`config.mk`:
```
export PLATFORM = sky130hd
export DESIGN_NAME = cc20_xor_stage
export DESIGN_NICKNAME = d
export VERILOG_FILES = /design/src/design/cc20_pkg.sv /design/src/design/cc20_xor_stage.sv
export SDC_FILE = /design/constraint.sdc
export NUM_CORES = 1
export LEC_CHECK = 0
export BUFFER_PORTS_ARGS = -buffer_cell sky130_fd_sc_hd__buf_4
export CAP_MARGIN = 15
export CORE_MARGIN = 2
export CORE_UTILIZATION = 38
export DETAILED_ROUTE_END_ITERATION = 8
export GPL_TIMING_DRIVEN = 1
export PLACE_DENSITY = 0.64
export SETUP_SLACK_MARGIN = 0.4
export SLEW_MARGIN = 10
export SYNTH_ARGS = -nofsm -noshare
export SYNTH_HDL_FRONTEND = slang
export SYNTH_SLANG_ARGS = --single-unit
```
`constraint.sdc`:
```
create_clock -name clk -period 14.3 [get_ports clk]
set_clock_uncertainty 0.2 [all_clocks]
set_input_delay 2.86 -clock clk [delete_from_list [all_inputs] [get_ports clk]]
set_output_delay 2.86 -clock clk [all_outputs]
set_load 0.05 [all_outputs]
```
`src/design/cc20_pkg.sv`:
```
// Shared types and constants for the ChaCha20 byte-stream cipher unit.
// No dependencies; every other design file imports this package.
package cc20_pkg;

  localparam int BLOCK_BYTES = 64;
  localparam int BLOCK_BITS = BLOCK_BYTES * 8;
  localparam int KS_CNT_W = $clog2(BLOCK_BYTES);
  localparam int DOUBLE_ROUNDS = 10;
  localparam int HALF_STEPS = DOUBLE_ROUNDS * 4;
  localparam int STEP_W = $clog2(HALF_STEPS);
  localparam int QUEUE_DEPTH = 4;

  localparam logic [31:0] SIGMA0 = 32'h61707865;
  localparam logic [31:0] SIGMA1 = 32'h3320646e;
  localparam logic [31:0] SIGMA2 = 32'h79622d32;
  localparam logic [31:0] SIGMA3 = 32'h6b206574;

  localparam int CFG_INDEX_W = 3;
  localparam logic [CFG_INDEX_W-1:0] CFG_KEY0 = 3'd0;
  localparam logic [CFG_INDEX_W-1:0] CFG_KEY1 = 3'd1;
  localparam logic [CFG_INDEX_W-1:0] CFG_KEY2 = 3'd2;
  localparam logic [CFG_INDEX_W-1:0] CFG_KEY3 = 3'd3;
  localparam logic [CFG_INDEX_W-1:0] CFG_NONCE_LOW = 3'd4;
  localparam logic [CFG_INDEX_W-1:0] CFG_NONCE_HIGH = 3'd5;

  typedef struct packed {
    logic [7:0] data_in;
    logic       last_in;
  } in_item_t;

  typedef struct packed {
    logic [7:0] data_out;
    logic       last_out;
  } out_item_t;

  typedef struct packed {
    logic [3:0][63:0] key;
    logic [63:0]      nonce_low;
    logic [31:0]      nonce_high;
  } cfg_regs_t;

  typedef struct packed {
    logic take;
    logic restart;
  } ks_ctrl_t;

  typedef struct packed {
    logic                  ready;
    logic [BLOCK_BITS-1:0] block;
  } ks_status_t;

endpackage

```
`src/design/cc20_xor_stage.sv`:
```
// Back end: keystream shift buffer, byte XOR and the result register.
// Depends on cc20_pkg; takes finished blocks from cc20_core.
module cc20_xor_stage import cc20_pkg::*; (
  input  logic       clk,
  input  logic       rst,
  input  logic       restart,
  input  logic       head_valid,
  output logic       head_pop,
  input  in_item_t   head_item,
  input  ks_status_t status,
  output logic       take,
  output logic       result_valid,
  input  logic       result_ready,
  output out_item_t  result
);

  localparam logic [KS_CNT_W-1:0] CNT_FULL = KS_CNT_W'(BLOCK_BYTES - 1);

  logic [BLOCK_BITS-1:0] sh;
  logic [KS_CNT_W-1:0]   ks_cnt;
  logic                  buf_empty;
  logic                  avail;
  logic                  fire;
  logic [7:0]            ks_byte;

  assign buf_empty = (ks_cnt == '0);
  assign avail = !buf_empty || status.ready;
  assign fire = head_valid && avail && (!result_valid || result_ready);
  assign head_pop = fire;
  assign take = fire && buf_empty;
  assign ks_byte = buf_empty ? status.block[7:0] : sh[7:0];

  always_ff @(posedge clk) begin
    if (rst) begin
      ks_cnt <= '0;
      result_valid <= 1'b0;
    end else begin
      if (restart) begin
        ks_cnt <= '0;
      end else if (fire) begin
        ks_cnt <= buf_empty ? CNT_FULL : ks_cnt - 1'b1;
      end
      if (fire) begin
        result_valid <= 1'b1;
      end else if (result_ready) begin
        result_valid <= 1'b0;
      end
    end
  end

  always_ff @(posedge clk) begin
    if (fire) begin
      sh <= buf_empty ? (status.block >> 8) : (sh >> 8);
      result.data_out <= head_item.data_in ^ ks_byte;
      result.last_out <= head_item.last_in;
    end
  end

  a_take_ready: assert property (@(posedge clk) disable iff (rst)
    take |-> status.ready)
    else $error("keystream byte used from an unfinished block");

  a_refill: assert property (@(posedge clk) disable iff (rst)
    (take && !restart) |=> ks_cnt == CNT_FULL)
    else $error("keystream buffer not refilled after taking a block");

endmodule
```
# Word level (Yosys, flattened, before mapping)
# Cells that the tools add are included.
# Widths: inputs -> output; s select.
# totals
wordCells	22
regBits	528
inputBits	527
output_inout_bits	12
# classes
add_sub_neg	1
bitwise	1
n_reduce_logical	10
n_mux	5
# op_table
operator	count
$mux 504	1
$mux 8	1
$xor 8x8->8	1
$logic_not 6->1	1
$mux 6	1
$sub 6x1->6 const B	1
$logic_and 1x1->1	3
$logic_not 1->1	2
$logic_or 1x1->1	2
$mux 1	2
$reduce_bool 2->1	1
$reduce_or 2->1	1

# Depth between registers and ports, before layout
# depth
depth_word	6
depth_mapped	10
depth_no_buf	6

# Least setup slack after synthesis
# Ideal clock, no wire load.
# synth_path
kind	input port to output port
start	input result_ready
end	output take
cell_stages	4
n_path_buf	1
t_arrival_ps	10320
slack_ps	920
t_required_ps	11240
cell_sequence	nand2b_1 -> o311a_1 -> buf_2 -> and2_1
# synth_via
elab_chain_len	3
# synth_rtl
item	line	source
from (decl)	cc20_xor_stage.sv:13	input logic result_ready,
$logic_or 1x1->1	cc20_xor_stage.sv:28	assign fire = head_valid && avail && (!result_valid || result_ready);
$logic_and 1x1->1	cc20_xor_stage.sv:28	
net head_pop	cc20_xor_stage.sv:8	output logic head_pop,
$logic_and 1x1->1	cc20_xor_stage.sv:30	assign take = fire && buf_empty;
to (decl)	cc20_xor_stage.sv:11	output logic take,
# The timed path passes the listed nets, and every way through them passes these cells.

# Final worst setup path
# layout_path
start	input result_ready
end	output take
# layout_via
elab_chain_len	3
# layout_rtl
item	line
$logic_or 1x1->1	cc20_xor_stage.sv:28
$logic_and 1x1->1	cc20_xor_stage.sv:28
$logic_and 1x1->1	cc20_xor_stage.sv:30
# Every way passes these cells.

==> qor.csv <==
metric,value,unit
Worst Setup End Kind,output port,
Post-Synthesis Cells,2183,
die width,246,µm
GR Util met1,0.237,
"Max FO, Critical Path",51,
WHS Path Cells,2,
Num CTS Buffers,55,
clk_lat worst skew,0.59,ns
Placer Congestion,0.864,
WL per Instance,16.7,µm
fin cells,3488,
share of cells above drive strength 1,0.232,
R2R cell count,7,
drt total wl,58100,µm
actual slew at the worst max-slew pin,1.25,ns
final setup violation count,0,
GR Overflow Total,0,
CTS H-tree depth,2,
TritonCTS Sinks,520,
Placement Cell Area,26700,µm²
# resized after CTS,0,
DRC errors left,0,
drt initial violations,1228,
status,"finished, final reports clean",
fmax,127,MHz
Seq cells post-synth,520,
clk root buf,clkbuf_16,
setup ws final,6.40,ns
first-pass GRT wire length,87700,µm
P_int,3060,µW
Clk pwr share,0.320,
"antenna viol nets, final",0,
total number of vias,16361,
min Tclk post-route,7.90,ns
post-synthesis net count,2711,
sequential fraction of the synthesis area,0.696,
Post-synth top flop,edfxtp_1,
vias in the first global route,16457,
nets@finish,3207,
Rel. slew slack,0.165,
RSZ-0062 raised after global routing,no,
arrival time at the worst endpoint,4.84,ns
GRT Total Usage,0.186,
"count leader, synth",nand2_1,
row count,88,
Critical Path Source Type,primary input,
Hold Buf Count CTS,0,
Post-synth top cells,"nand2_1, edfxtp_1, buf_2",
Flop pwr share,0.488,
final hold violation count,0,
Die Y,246,µm
Clock Pin Slew Worst Setup and Hold Paths,0.06,ns
die footprint,60700,µm²
Ys Warns,0,
fin area,28400,µm²
Yosys top cell area share,0.690,
top cell type by total area after synthesis,edfxtp_1,
vias per cell,4.69,
P_leak,0.0130,µW
ranking of synthesized cells by area,"edfxtp_1, nand2_1, buf_6",
Hold Crit Class,reg2reg,
Starting Density,0.386,
setup bufs post-CTS,0,
GR peak layer,met2,
Final Power,4240,µW
initial antenna violation count,5,
Crit Path Category,in2out,
hpwl dp,39700,µm
Setup TNS Final,0,ns
CP required,11.24,ns
Switching Share,0.279,
grt met3 use,0.0462,
mapped cell area,22300,µm²
post-place setup slack,6.40,ns
clock buffer depth,3,
period utilization,0.552,
Global Route met2 Usage,0.309,
Synth cell types,30,
Max Cap Viol,0,
largest net degree at the start of global routing,237,
IO Port Bufs,538,
async set or reset register ratio after synthesis,0,
layout overhead on the synthesized area,27.2,%
CTS tree,built,
Psw,1180,µW
Max IR drop VDD,0.0813,mV
"EDFF count, synth",513,
1st-pass router iterations,5,
Post-Syn Area per Cell,10.2,µm²
Slew Limit Fails,0,
Power Dens Cells,149,nW/µm²
combinational power share,0.192,
I/O Pins,539,
core area,57900,µm²
dpl cells,3386,
[kinds of logic (layout without fill, tap and decap cells)]
logic type | after synthesis | count (layout) | share of synthesized area
adder cells (fa/ha/maj) | 1 | 1 | 0.000560
AO/OA/AOI/OAI | 14 | 14 | 0.00454
AND/OR/NAND/NOR | 1516 | 1516 | 0.257
other | 0 | 1 | 0
buffers and inverters | 116 | 655 | 0.0348
flip-flops | 520 | 520 | 0.696
XOR/XNOR | 8 | 8 | 0.00314
multiplexers | 8 | 8 | 0.00359
[placed cells by master (no fill, tap or decap), types with 4 or more instances in the layout]
cell and count:
nand2_1 1490, buf_4 550, edfxtp_1 513, clkinv_2 10
xnor2_1 8, clkbuf_1 10, nor2_1 6, clkinv_1 18
dfxtp_1 7, clkbuf_16 55, bufinv_16 4, mux2i_1 8
and2_1 9
[power by group through the flow]
stage | sequential [µW] | clock (µW) | combinational [µW]
after detailed placement | 2100 | 0 | 830
after global placement | 2100 | 0 | 811
after global routing | 2090 | 1450 | 935
after CTS | 2070 | 1390 | 834
final | 2070 | 1360 | 816
after floorplan | 2130 | 0 | 574
[flip-flops by register name, summed over array words and instances, names as in the netlist]
register / cells
sh: 504
ks_cnt: 6
result: 9
result_valid: 1
[path summary, 6_finish.rpt]
check / from / slack, ns / end
worst max-delay path: result_ready / 6.40 / take
worst min-delay path: sh[169] / 0.31 / sh[161]
worst max register to register: ks_cnt[0] / 9.58 / sh[404]
worst min register to register: sh[169] / 0.31 / sh[161]
[per-layer routing]
metal / vias up / wire length [µm]
li1: 8044 / -
met1: 7694 / 23700
met2: 520 / 28200
met3: 95 / 4640
met4: 8 / 1530
met5: - / 58
[critical path: stages]
cell      delay, ns
buf_4          0.08
nand2b_1       0.14
o311a_4        0.67
buf_4          0.60
and2_1         0.23
buf_4          0.21
[final cells by class]
type                    count  area [µm²]
repair buffers            553        4200
inverters                   2        7.51
fillers                  5384       29500
well taps                 765         957
clock inverters            35         264
clock buffers              65        1410
diodes                      1        2.50
flip-flops and latches    520       15500
multi-input cells        1547        6020
[through the flow]
stage / util / hold WS [ns]
after global routing: 0.491 / 0.323
after detailed placement: 0.461 / 0.298
final: 0.491 / 0.306
after global placement: 0.461 / 0.293
after floorplan: - / 0.290
after CTS: 0.490 / 0.313
No activity file was read; power rests on OpenSTA's default activity.
