File: config.mk
export PLATFORM = sky130hd
export DESIGN_NAME = cc20_in_queue
export DESIGN_NICKNAME = d
export VERILOG_FILES = /design/src/design/cc20_pkg.sv /design/src/design/cc20_in_queue.sv
export SDC_FILE = /design/constraint.sdc
export NUM_CORES = 1
export LEC_CHECK = 0
export BUFFER_PORTS_ARGS = -buffer_cell sky130_fd_sc_hd__buf_2
export CAP_MARGIN = 0
export CELL_PAD_IN_SITES_DETAIL_PLACEMENT = 1
export CELL_PAD_IN_SITES_GLOBAL_PLACEMENT = 2
export CORE_ASPECT_RATIO = 1.4
export CORE_MARGIN = 1.5
export CORE_UTILIZATION = 41
export DETAILED_ROUTE_END_ITERATION = 8
export PLACE_DENSITY_LB_ADDON = 0.1
export SKIP_LAST_GASP = 1
export SLEW_MARGIN = 20
export SYNTH_ARGS = -nofsm -noshare
export SYNTH_HDL_FRONTEND = slang
export SYNTH_SLANG_ARGS = --single-unit
export TNS_END_PERCENT = 50
File: constraint.sdc
create_clock -name clk -period 2.65 [get_ports clk]
set_input_delay 0.1325 -clock clk [delete_from_list [all_inputs] [get_ports clk]]
set_output_delay 0.1325 -clock clk [all_outputs]
set_load 0.1 [all_outputs]
File: src/design/cc20_pkg.sv
// Shared types and constants for the ChaCha20 byte-stream cipher unit.
// No dependencies; every other design file imports this package.
package cc20_pkg;

  localparam int BLOCK_BYTES = 64;
  localparam int BLOCK_BITS = BLOCK_BYTES * 8;
  localparam int KS_CNT_W = $clog2(BLOCK_BYTES);
  localparam int DOUBLE_ROUNDS = 10;
  localparam int HALF_STEPS = DOUBLE_ROUNDS * 4;
  localparam int STEP_W = $clog2(HALF_STEPS);
  localparam int QUEUE_DEPTH = 4;

  localparam logic [31:0] SIGMA0 = 32'h61707865;
  localparam logic [31:0] SIGMA1 = 32'h3320646e;
  localparam logic [31:0] SIGMA2 = 32'h79622d32;
  localparam logic [31:0] SIGMA3 = 32'h6b206574;

  localparam int CFG_INDEX_W = 3;
  localparam logic [CFG_INDEX_W-1:0] CFG_KEY0 = 3'd0;
  localparam logic [CFG_INDEX_W-1:0] CFG_KEY1 = 3'd1;
  localparam logic [CFG_INDEX_W-1:0] CFG_KEY2 = 3'd2;
  localparam logic [CFG_INDEX_W-1:0] CFG_KEY3 = 3'd3;
  localparam logic [CFG_INDEX_W-1:0] CFG_NONCE_LOW = 3'd4;
  localparam logic [CFG_INDEX_W-1:0] CFG_NONCE_HIGH = 3'd5;

  typedef struct packed {
    logic [7:0] data_in;
    logic       last_in;
  } in_item_t;

  typedef struct packed {
    logic [7:0] data_out;
    logic       last_out;
  } out_item_t;

  typedef struct packed {
    logic [3:0][63:0] key;
    logic [63:0]      nonce_low;
    logic [31:0]      nonce_high;
  } cfg_regs_t;

  typedef struct packed {
    logic take;
    logic restart;
  } ks_ctrl_t;

  typedef struct packed {
    logic                  ready;
    logic [BLOCK_BITS-1:0] block;
  } ks_status_t;

endpackage

File: src/design/cc20_in_queue.sv
// Front end: small request queue between the input channel and the XOR stage.
// Depends on cc20_pkg for the request item type.
module cc20_in_queue import cc20_pkg::*; #(
  parameter int DEPTH = QUEUE_DEPTH
) (
  input  logic     clk,
  input  logic     rst,
  input  logic     push_valid,
  output logic     push_ready,
  input  in_item_t push_item,
  output logic     pop_valid,
  input  logic     pop_ready,
  output in_item_t pop_item
);

  localparam int PTR_W = (DEPTH > 1) ? $clog2(DEPTH) : 1;
  localparam int CNT_W = $clog2(DEPTH + 1);
  localparam logic [PTR_W-1:0] PTR_LAST = PTR_W'(DEPTH - 1);
  localparam logic [CNT_W-1:0] CNT_FULL = CNT_W'(DEPTH);

  in_item_t         mem [DEPTH];
  logic [PTR_W-1:0] wr_ptr;
  logic [PTR_W-1:0] rd_ptr;
  logic [CNT_W-1:0] cnt;
  logic             push;
  logic             pop;

  assign push_ready = (cnt != CNT_FULL);
  assign pop_valid = (cnt != '0);
  assign pop_item = mem[rd_ptr];
  assign push = push_valid && push_ready;
  assign pop = pop_valid && pop_ready;

  always_ff @(posedge clk) begin
    if (rst) begin
      wr_ptr <= '0;
      rd_ptr <= '0;
      cnt <= '0;
    end else begin
      if (push) begin
        wr_ptr <= (wr_ptr == PTR_LAST) ? '0 : wr_ptr + 1'b1;
      end
      if (pop) begin
        rd_ptr <= (rd_ptr == PTR_LAST) ? '0 : rd_ptr + 1'b1;
      end
      if (push && !pop) begin
        cnt <= cnt + 1'b1;
      end else if (pop && !push) begin
        cnt <= cnt - 1'b1;
      end
    end
  end

  always_ff @(posedge clk) begin
    if (push) begin
      mem[wr_ptr] <= push_item;
    end
  end

  a_count_up: assert property (@(posedge clk) disable iff (rst)
    (push && !pop) |=> cnt == $past(cnt) + 1'b1)
    else $error("request queue count did not follow a lone push");

endmodule

## Yosys cells after proc, flatten, opt, wreduce, memory -nomap -nowiden

Memories as Yosys holds them, arrays and structs flattened. A register that Yosys moved wholly into a read port is not among the register bits.
Index checks and enable logic that the tools add are counted.

| word-level totals | value |
|---|---|
| flip-flop bits (word level) | 7 |
| bits in writable memories | 36 |
| input bits | 13 |
| memories | 1 |
| output and inout bits | 11 |

| operators by class | value |
|---|---|
| $add $sub $neg | 4 |
| reductions and logical operators | 8 |
| multiplexer cells | 8 |
| eq/ne operators | 3 |

Memories:

| name | words | width | rd ports | clocked after Yosys merged registers in | write ports | line | text |
|---|---|---|---|---|---|---|---|
| mem | 4 | 9 | 1 | 1 | 1 | cc20_in_queue.sv:21 | `in_item_t mem [DEPTH];` |

Operators with widths:

| cell | count |
|---|---|
| 2-to-1 mux 2 bit | 4 |
| 2-to-1 mux 3 bit | 2 |
| adder 2 x 1 -> 2 bit (second input constant) | 2 |
| equality test 2 bit (second input constant) | 2 |
| logical AND 1 bit | 4 |
| adder 3 x 1 -> 3 bit (second input constant) | 1 |
| inequality test 3 bit (second input constant) | 1 |
| nonzero test 3 bit | 1 |
| subtractor 3 x 1 -> 3 bit (second input constant) | 1 |
| logical NOT 1 bit | 2 |
| 2-to-1 mux 1 bit | 2 |
| nonzero test 2 bit | 1 |

## Longest topological paths before layout

Gate-level depths: netlist of the first run.

| depth | value |
|---|---|
| word-level depth | 6 |
| gate-level depth with buffers | 9 |

## Least setup slack after synthesis of the first run

No wires, ideal clock.

| timing | value |
|---|---|
| path kind | reg-to-reg |
| from | register cnt[0] |
| to | register cnt[2] |
| stages on the path, launching flop included | 10 |
| path slack | 0.062 ns |
| required time | 2.580 ns |
| library setup time | 0.070 ns |
| data arrival time | 2.518 ns |
| clock period less this slack | 2.588 ns |
| cell sequence | dfxtp_1 -> or3b_1 -> clkbuf_2 -> and2_4 -> ha_1 -> inv_1 -> fa_1 -> xor2_1 -> or3_2 -> a21oi_1 |

| between the ends | value |
|---|---|
| longest elaborated chain between the ends | 5 |
| elaborated cells on any way between the ends | 13 |
| classes of those cells | add/sub: 2; eq/ne: 1; mux: 2; reduce/logical: 8 |

RTL lines:

| element | line | text |
|---|---|---|
| from (decl) | cc20_in_queue.sv:24 | `logic [CNT_W-1:0] cnt;` |
| from (signal assigned) | cc20_in_queue.sv:47 | `cnt <= cnt + 1'b1;` |
| from (signal assigned) | cc20_in_queue.sv:49 | `cnt <= cnt - 1'b1;` |
| inequality test 3 bit * | cc20_in_queue.sv:28 | `assign push_ready = (cnt != CNT_FULL);` |
| named net push_ready | cc20_in_queue.sv:9 | `output logic push_ready,` |
| logical AND 1 bit * | cc20_in_queue.sv:31 | `assign push = push_valid && push_ready;` |
| named net push | cc20_in_queue.sv:25 | `logic push;` |
| logical NOT 1 bit | cc20_in_queue.sv:48 | `end else if (pop && !push) begin` |
| logical AND 1 bit | cc20_in_queue.sv:48 |  |
| nonzero test 2 bit (no source line) | -- |  |

Mark *: on every way through the listed nets, which the timed path passes. The rest lies on a longest branch. The select of a mux whose other input is x is not followed.
A chain may end at the register's enable or synchronous reset.

## Worst setup path in the final report of the first run

| timing | value |
|---|---|
| from | register cnt[0] |
| to | register cnt[2] |

| between the ends | value |
|---|---|
| longest elaborated chain between the ends | 5 |
| elaborated cells on any way between the ends | 13 |
| classes of those cells | add/sub: 2; eq/ne: 1; mux: 2; reduce/logical: 8 |

RTL lines:

| element | line |
|---|---|
| inequality test 3 bit * | cc20_in_queue.sv:28 |
| logical AND 1 bit * | cc20_in_queue.sv:31 |
| named net push | cc20_in_queue.sv:25 |
| logical NOT 1 bit | cc20_in_queue.sv:48 |
| logical AND 1 bit | cc20_in_queue.sv:48 |
| nonzero test 2 bit (no source line) | -- |

Marks and branches as above.

==> flow_metrics.tcl, run 1 <==
set metrics [dict create \
    status "finished, final reports clean" \
    cpMaxStageDelayCell "dfxtp_1" \
    power-per-cell-area_nw_per_um2 1200 \
    async_reset_ff_share_pct 0 \
    nets 142 \
    fin_setup_tns_ps 0 \
    ir_drop_mv 0.745 \
    yosys.area.top_type_share_pct 60.8 \
    r2r-start "cnt[0]" \
    dpl_cell_area_um2 1940 \
    maxCapViolCount 0 \
    hold_violations 0 \
    synth_area_um2 1780 \
    antenna_found_initial 0 \
    fin_crit_sh_pct 88.7 \
    num_rows 28 \
    worstPathRequired_ps 2880 \
    post_cts_buffers 0 \
    path_buf_inv 1 \
    syn_inst 95 \
    crit_type "reg2reg" \
    yosysWarnings 0 \
    synth.distinct_cells 26 \
    synth_edf_count 36 \
    avgViaCountPerCell 5.24 \
    finClkSkew_ps 5.82 \
    die_y_um 80.9 \
    gr-usage-all-layers_pct 14.0 \
    drc 0 \
    ys_seq_area_share_pct 71.0 \
    hold_ws_ps 54.7 \
    htreeDepth 2 \
    drt-total-wl_um 2970 \
    drive_gt1_share_pct 39.8 \
    fin_crit_ps 2350 \
    place_worst_setup_slack_ps 290 \
    tritoncts "done" \
    ys_ff_latch 45 \
    report.final.slew_viol_count 0 \
    synthTopCellsByCount "edfxtp_1, dfxtp_1, mux4_2" \
    ys.flop_type "edfxtp_1" \
    cts_root_buffer "clkbuf_8" \
    io_pins 24 \
    grt_pass1_vias 922 \
    drt_first_pass_iters 3 \
    slew_headroom_pct 57.9 \
    clock-sinks 45 \
    hold_buffers 0 \
    path_max_fanout 7 \
    die_w_um 58.6 \
    rsz0062_at_grt "no" \
    design.die.area_um2 4740 \
    finalWorstSetupSlack_ps 300 \
    place_hpwl_um 2140 \
    cts.repair.resized 0 \
    p_leak_nw 0.763 \
    yosysMostFrequentCell "edfxtp_1" \
    initial_utilization_pct 42.3 \
    num_vias 880 \
    tightest_slew_ps 631 \
    portBuffers 23 \
    area_delta_synth_final_pct 16.3 \
    post_drt_wl_per_cell_um 17.7 \
    setup_viol 0 \
    yosysTopAreaCell "edfxtp_1" \
    diodes 0 \
    worstSetupEndpointType "flip-flop" \
    clkSlewWorstSetupHoldPaths_ps 90 \
    synthesis.nets 115 \
    hp-start "push_item[2]" \
    grt.overflow.total 0 \
    hold_path.class "in2reg" \
    place.gp.congestion 0.749 \
    cts_buffers 5 \
    cp-start-kind "flip-flop" \
    cpLargestDelayFamily "simple AND/OR/NAND/NOR gates" \
    coreArea_um2 4200 \
    crit_path_max_incr_delay_ps 430 \
    ant_nets 0 \
    drt-initial-drc-count 18 \
    crit_chain "or3b_1, and2_4, ha_1, inv_1, fa_1, xor2_1, or3_2, a21oi_1" \
    crit_arrival_ps 2580 \
    max_clock_freq_mhz 426 \
    synth.area.top_cells "edfxtp_1, mux4_2, dfxtp_1, ha_1, mux2i_1" \
    clkLatencyLatePin_ps 290 \
    syn_avg_cell_area_um2 18.7 \
    grt_max_degree 16 \
    fin_area_um2 2070 \
    cts_buffer_depth 2 \
    cp-startpoint "cnt[0]" \
    grt_pass1_wl_um 4610 \
]
==> layout by cell type (no fill, tap or decap), drive strengths merged <==
cell	synthesis	routed
a21oi	2	2
and2	1	1
and3	4	4
buf	2	24
clkbuf	2	7
dfxtp	9	9
edfxtp	36	36
fa	1	1
ha	6	6
inv	3	4
mux2i	3	3
mux4	9	9
nand2	1	1
nand2b	2	2
nand3	1	1
nor2	3	3
nor3	1	1
o21ai	1	1
o31ai	2	2
or3	3	3
or3b	1	1
xor2	2	2
==> registers in the layout, indices dropped and copies added (netlist names), named ones only <==
signal / cells
cnt: 3
rd_ptr: 2
wr_ptr: 2
mem: 36
==> where the power goes <==
group	total [mW]	internal (mW)	switching (mW)
Clock	0.542	0.304	0.238
Sequential	0.950	0.866	0.0843
Combinational	0.987	0.256	0.731
Total	2.48	1.43	1.05
==> cell type report <==
type,instances,area (um2)
Tap cell,45,56.3
Clock buffer,7,119
Clock inverter,1,8.76
Multi-Input combinational cell,43,487
Timing Repair Buffer,24,123
Sequential cell,45,1260
Fill cell,411,2140
Inverter,3,11.3
==> cell families (layout without fill, tap and decap cells) <==
logic type | Yosys count | in the layout | synth area share (%)
DFF | 45 | 45 | 71.0
and+or+nand+nor | 17 | 17 | 5.99
muxes | 12 | 12 | 13.1
adders and majority gates | 7 | 7 | 5.35
buffers and inverters | 7 | 35 | 1.62
AOI/OAI and AO/OA | 5 | 5 | 1.97
xor gates and xnor gates | 2 | 2 | 0.986
==> worst reg2reg max path: stages, from the launching register on <==
cell and delay [ps]:
dfxtp_1 430, or3b_1 240, and2_4 200, ha_1 190
inv_1 60, fa_1 390, xor2_1 170, or3_2 420
a21oi_1 170
==> per-layer routing <==
| metal | global-route usage (%) | up-vias | share of wire [%] |
|---|---|---|---|
| li1 | - | 422 | - |
| met1 | 14.8 | 434 | 40 |
| met2 | 25.4 | 19 | 55 |
| met3 | 4.30 | 5 | 3.2 |
| met4 | 5.45 | 0 | 1.6 |
| met5 | 0 | - | 0 |
==> per-stage QoR <==
step                utilization, %  cells  power, mW
floorplan                        -     95       1.79
global placement              46.1    160       1.93
detailed placement            46.1    160       1.96
CTS                           49.1    168       2.51
global route                  49.1    168       2.59
finish                        49.1    168       2.48
==> worst paths after layout <==
path / to / slack [ps] / depth (start not counted)
setup / recovery: cnt[2] / 300 / 8
hold / removal: mem[3][2] / 50 / 1
setup reg to reg: cnt[2] / 300 / 8
hold reg to reg: rd_ptr[0] / 510 / 2
Power figures use the tool's default switching activity.
==> run 2: changes to the inputs <==
Settings changed: ABC_AREA set to 1, CORE_UTILIZATION 41 to 38.
==> run 2 against run 1 <==
Compared with the run above:
- setup slack gained 270 ps
- flip-flop and latch count unchanged
- global-route usage up 1.1 points
==> flow_metrics.tcl, run 2 <==
set metrics [dict create \
    status "finished, final reports clean" \
    hold_path.class "in2reg" \
    coreArea_um2 4800 \
    gr-usage-all-layers_pct 15.1 \
    tritoncts "done" \
    yosysWarnings 0 \
    tightest_slew_ps 655 \
    fin_crit_ps 2080 \
    clkLatencyLatePin_ps 300 \
    die_y_um 86.0 \
    cp-start-kind "flip-flop" \
    place.gp.congestion 0.689 \
    synthTopCellsByCount "edfxtp_1, nor2_1, o21ai_0" \
    finClkSkew_ps 9.99 \
    slew_headroom_pct 56.3 \
    worstSetupEndpointType "output pin" \
    design.die.area_um2 5360 \
    regMostFlops "mem" \
    place_hpwl_um 2650 \
    synth.area.top_cells "edfxtp_1, dfxtp_1, nor2_1, o21ai_0, ha_1" \
    cts_root_buffer "clkbuf_8" \
    num_vias 1218 \
    syn_avg_cell_area_um2 12.1 \
    initial_utilization_pct 39.0 \
    clock-sinks 45 \
    yosysTopAreaCell "edfxtp_1" \
    htreeDepth 2 \
    ys_ff_latch 45 \
    top_regs "mem (36), cnt (3)" \
    cts_buffers 5 \
    post_cts_buffers 0 \
    die_w_um 62.3 \
    area_delta_synth_final_pct 15.5 \
    drt-initial-drc-count 24 \
    portBuffers 23 \
    ys.flop_type "edfxtp_1" \
    fin_setup_tns_ps 0 \
    synth_edf_count 36 \
    crit_path_max_incr_delay_ps 750 \
    diodes 0 \
    layout_common_cells "edfxtp_1, nor2_1, buf_2" \
    async_reset_ff_share_pct 0 \
    io_pins 24 \
    synth.distinct_cells 21 \
    yosysMostFrequentCell "edfxtp_1" \
    hold_violations 0 \
    synth_area_um2 1870 \
    antenna_found_initial 0 \
    drt-total-wl_um 3740 \
    fin_crit_sh_pct 78.7 \
    largest_reg_flops 36 \
    num_rows 30 \
    crit_chain "buf_4, inv_8, o21ai_0, o22ai_1, buf_2" \
    yosys.area.top_type_share_pct 57.8 \
    nets 208 \
    crit_arrival_ps 1950 \
    report.final.slew_viol_count 0 \
    grt_pass1_vias 1280 \
    crit_type "reg2out" \
    drive_gt1_share_pct 23.3 \
    max_clock_freq_mhz 480 \
    cts_buffer_depth 2 \
    grt_pass1_wl_um 5990 \
    path_max_fanout 19 \
    grt.overflow.total 0 \
    avgViaCountPerCell 4.81 \
    clkSlewWorstSetupHoldPaths_ps 90 \
    post_drt_wl_per_cell_um 14.8 \
    rsz0062_at_grt "no" \
    ant_nets 0 \
    drt_first_pass_iters 4 \
    maxCapViolCount 0 \
    drc 0 \
    ys_seq_area_share_pct 67.4 \
    cpMaxStageDelayCell "dfxtp_1" \
    setup_viol 0 \
    grt_max_degree 20 \
    syn_inst 155 \
    worstPathRequired_ps 2520 \
    synthesis.nets 175 \
    layout_commonest_cell "edfxtp_1" \
]
run 2: changes by cell type in the layout (fill, tap and decap cells not counted), sizes merged, moves of 9 or more:
cell	delta
inv	+13
mux4	-9
nand2	+13
nor2	+32
o21ai	+18
o22ai	+9
run 2: area by class of cell:
type | count | area (um2)
fillers | 558 | 2640
clock inverters | 3 | 21.3
multi-input cells | 91 | 500
flip-flops and latches | 45 | 1260
well taps | 64 | 80.1
clock buffers | 5 | 68.8
inverters | 16 | 67.6
repair buffers | 29 | 163
run 2: final timing paths:
check / startpoint / to / slack, ps / cells past startpoint
max: flip-flop / pop_item[8] / 570 / 5
min reg2reg: rd_ptr[1] / rd_ptr[1] / 550 / 2
max reg2reg: cnt[1] / cnt[1] / 850 / 9
min: push_item[0] / mem[3][0] / 40 / 1
run 2: metrics by stage:
| stage | util, % | hold slack (ps) | cell area, um2 | cells | worst slack (ps) |
|---|---|---|---|---|---|
| global route | 45.0 | 36.8 | 2160 | 253 | 405 |
| detailed placement | 42.9 | 312 | 2060 | 244 | 855 |
| finish | 45.0 | 41.5 | 2160 | 253 | 565 |
| floorplan | - | 205 | 1870 | 155 | 411 |
| global placement | 42.9 | 310 | 2060 | 244 | 894 |
| CTS | 45.0 | 32.8 | 2160 | 253 | 514 |
run 2: kinds of logic after synthesis:
logic type / synth area share, %
XOR/XNOR: 0.468
buffers and inverters: 5.88
adder cells (fa/ha/maj): 5.08
flip-flops: 67.4
AND/OR/NAND/NOR: 12.2
AO/OA/AOI/OAI: 9.02
run 2: timing repair:
action	in CTS	in global routing
hold endpoints to repair	1	0
hold buffers	1	0
resized for setup	0	0
run 2: critical path, delay by kind of cell, from the launching register on:
kind                   cells  cell delay, ps
flip-flops                 1             750
buffers and inverters      3             620
AO/OA/AOI/OAI              2             280
run 2: metal layers:
metal | GRT usage, % | part of all wire [%]
met1 | 14.2 | 37
met2 | 30.4 | 58
met3 | 3.02 | 2.8
met4 | 7.47 | 2.4
met5 | 0 | 0
Power of run 2 is not shown: default switching activity piles up to over one toggle a cycle in this logic, so the estimate is an artifact.
==> run 3: changes to the inputs <==
Clock period 2.65 ns to 2 ns, I/O delays scaled along.
==> run 3 against run 2 <==
Compared with the run above:
- global-route usage is 0.37 points lower
- sequential share of layout area is 2.6 points lower
- setup slack worse by 440 ps
- critical path depth is 1 lower
- utilization is 2.1 points higher
- design area is 4.7% higher
- die area stayed put
- first-iteration DRC count is 13% higher
==> flow_metrics.tcl, run 3 (same netlist as run 2, synthesis figures left out) <==
set metrics [dict create \
    clock-sinks 45 \
    cts_buffer_depth 2 \
    rsz0062_at_grt "yes" \
    cts_buffers 5 \
    coreArea_um2 4800 \
    path_max_fanout 10 \
    grt.overflow.total 0 \
    hold_path.class "in2reg" \
    max_clock_freq_mhz 534 \
    slew_headroom_pct 67.6 \
    cpLargestDelayFamily "buffers and inverters" \
    tightest_slew_ps 490 \
    drt_first_pass_iters 4 \
    clkLatencyLatePin_ps 290 \
    largest_reg_flops 36 \
    maxCapViolCount 0 \
    tritoncts "done" \
    post_drt_wl_per_cell_um 14.2 \
    gr-usage-all-layers_pct 14.7 \
    htreeDepth 2 \
    area_delta_synth_final_pct 20.9 \
    io_pins 24 \
    die_w_um 62.3 \
    crit_path_max_incr_delay_ps 450 \
    die_y_um 86.0 \
    diodes 0 \
    worstSetupEndpointType "output pin" \
    regMostFlops "mem" \
    layout_commonest_cell "edfxtp_1" \
    initial_utilization_pct 39.0 \
    design.die.area_um2 5360 \
    avgViaCountPerCell 4.77 \
    place_hpwl_um 2590 \
    layout_common_cells "edfxtp_1, nor2_1, buf_2" \
    setup_viol 0 \
    hold_depth 1 \
    num_vias 1208 \
    r2r-start "cnt[1]" \
    grt_pass1_wl_um 5940 \
    crit_chain "inv_1, o21ai_0, o22ai_1, buf_2" \
    crit_type "reg2out" \
    clkSlewWorstSetupHoldPaths_ps 80 \
    cp-start-kind "flip-flop" \
    grt_max_degree 19 \
    worstPathRequired_ps 1900 \
    cpMaxStageDelayCell "buf_2" \
    drt-total-wl_um 3590 \
    portBuffers 23 \
    reg2reg_to "cnt[1]" \
    drc 0 \
    cts_root_buffer "clkbuf_8" \
    rrSetupSlack_ps 190 \
    crit_arrival_ps 1770 \
    status "finished, final reports clean" \
    finClkSkew_ps 2.76 \
    hold_violations 0 \
    fin_crit_sh_pct 93.6 \
    rr_worst_depth 9 \
    place.gp.congestion 0.721 \
    grt_pass1_vias 1260 \
    hp-start "push_item[7]" \
    drt-initial-drc-count 27 \
    fin_crit_ps 1870 \
    nets 208 \
    top_regs "mem (36), cnt (3)" \
    ant_nets 0 \
    antenna_found_initial 0 \
    hold_path_end "mem[0][7]" \
    fin_setup_tns_ps 0 \
    num_rows 30 \
    drive_gt1_share_pct 25.9 \
    path_buf_inv 2 \
    report.final.slew_viol_count 0 \
]
run 3: changes by cell type in the layout (fill, tap and decap cells not counted), sizes merged:
cell      previous run  this run
clkbuf               5         9
clkinvlp             1         0
buf                 28        27
clkinv               1         0
inv                 17        16
run 3: worst max path at each step:
stage                       end  slack [ps]  depth (start not counted)
global route        pop_item[4]          -2                          4
floorplan           pop_item[4]        -200                          4
global placement         cnt[1]         250                          9
CTS                 pop_item[8]          80                          4
detailed placement       cnt[1]         190                          9
finish              pop_item[4]         130                          4
run 3: repair_timing:
action	4_1_cts	5_1_grt
endpoints found under the hold margin	1	0
resized for setup	1	1
buffers inserted	0	0
hold buffers	1	0
setup endpoints to repair	7	3
run 3: final cells by class:
type / instances / area (um2)
Fill cell: 558 / 2540
Sequential cell: 45 / 1260
Multi-Input combinational cell: 91 / 532
Timing Repair Buffer: 29 / 210
Clock buffer: 8 / 111
Tap cell: 64 / 80.1
Inverter: 16 / 67.6
run 3: metal layers:
layer  routed length [um]  track usage, %  up-vias
met5                    0               0        -
met2                 2060            27.6       19
met3                  118            3.67        4
met4                   32            4.85        0
li1                     -               -      598
met1                 1380            16.3      587
run 3: metrics by stage:
| stage | worst slack [ps] | area (um2) | hold WS, ps | utilization [%] | std cells |
|---|---|---|---|---|---|
| 4_1_cts | 82.0 | 2260 | 17.7 | 47.1 | 253 |
| 5_1_grt | -2.43 | 2260 | 14.2 | 47.1 | 253 |
| 3_5_place_dp | 187 | 2140 | 283 | 44.5 | 244 |
| 3_3_place_gp | 251 | 2140 | 278 | 44.5 | 244 |
| 2_1_floorplan | -200 | 1900 | 172 | - | 155 |
| 6_report | 128 | 2260 | 20.0 | 47.1 | 253 |
run 3: worst register-to-register path, stage by stage, from the launching register on:
cell and delay (ps):
dfxtp_1 350, nor2_2 180, nand2_2 110, nand2_4 100, inv_1 50, ha_1 200, inv_1 80, fa_1 410
o21ai_0 160, nor2_1 50
Power of run 3 is left out for the same reason.
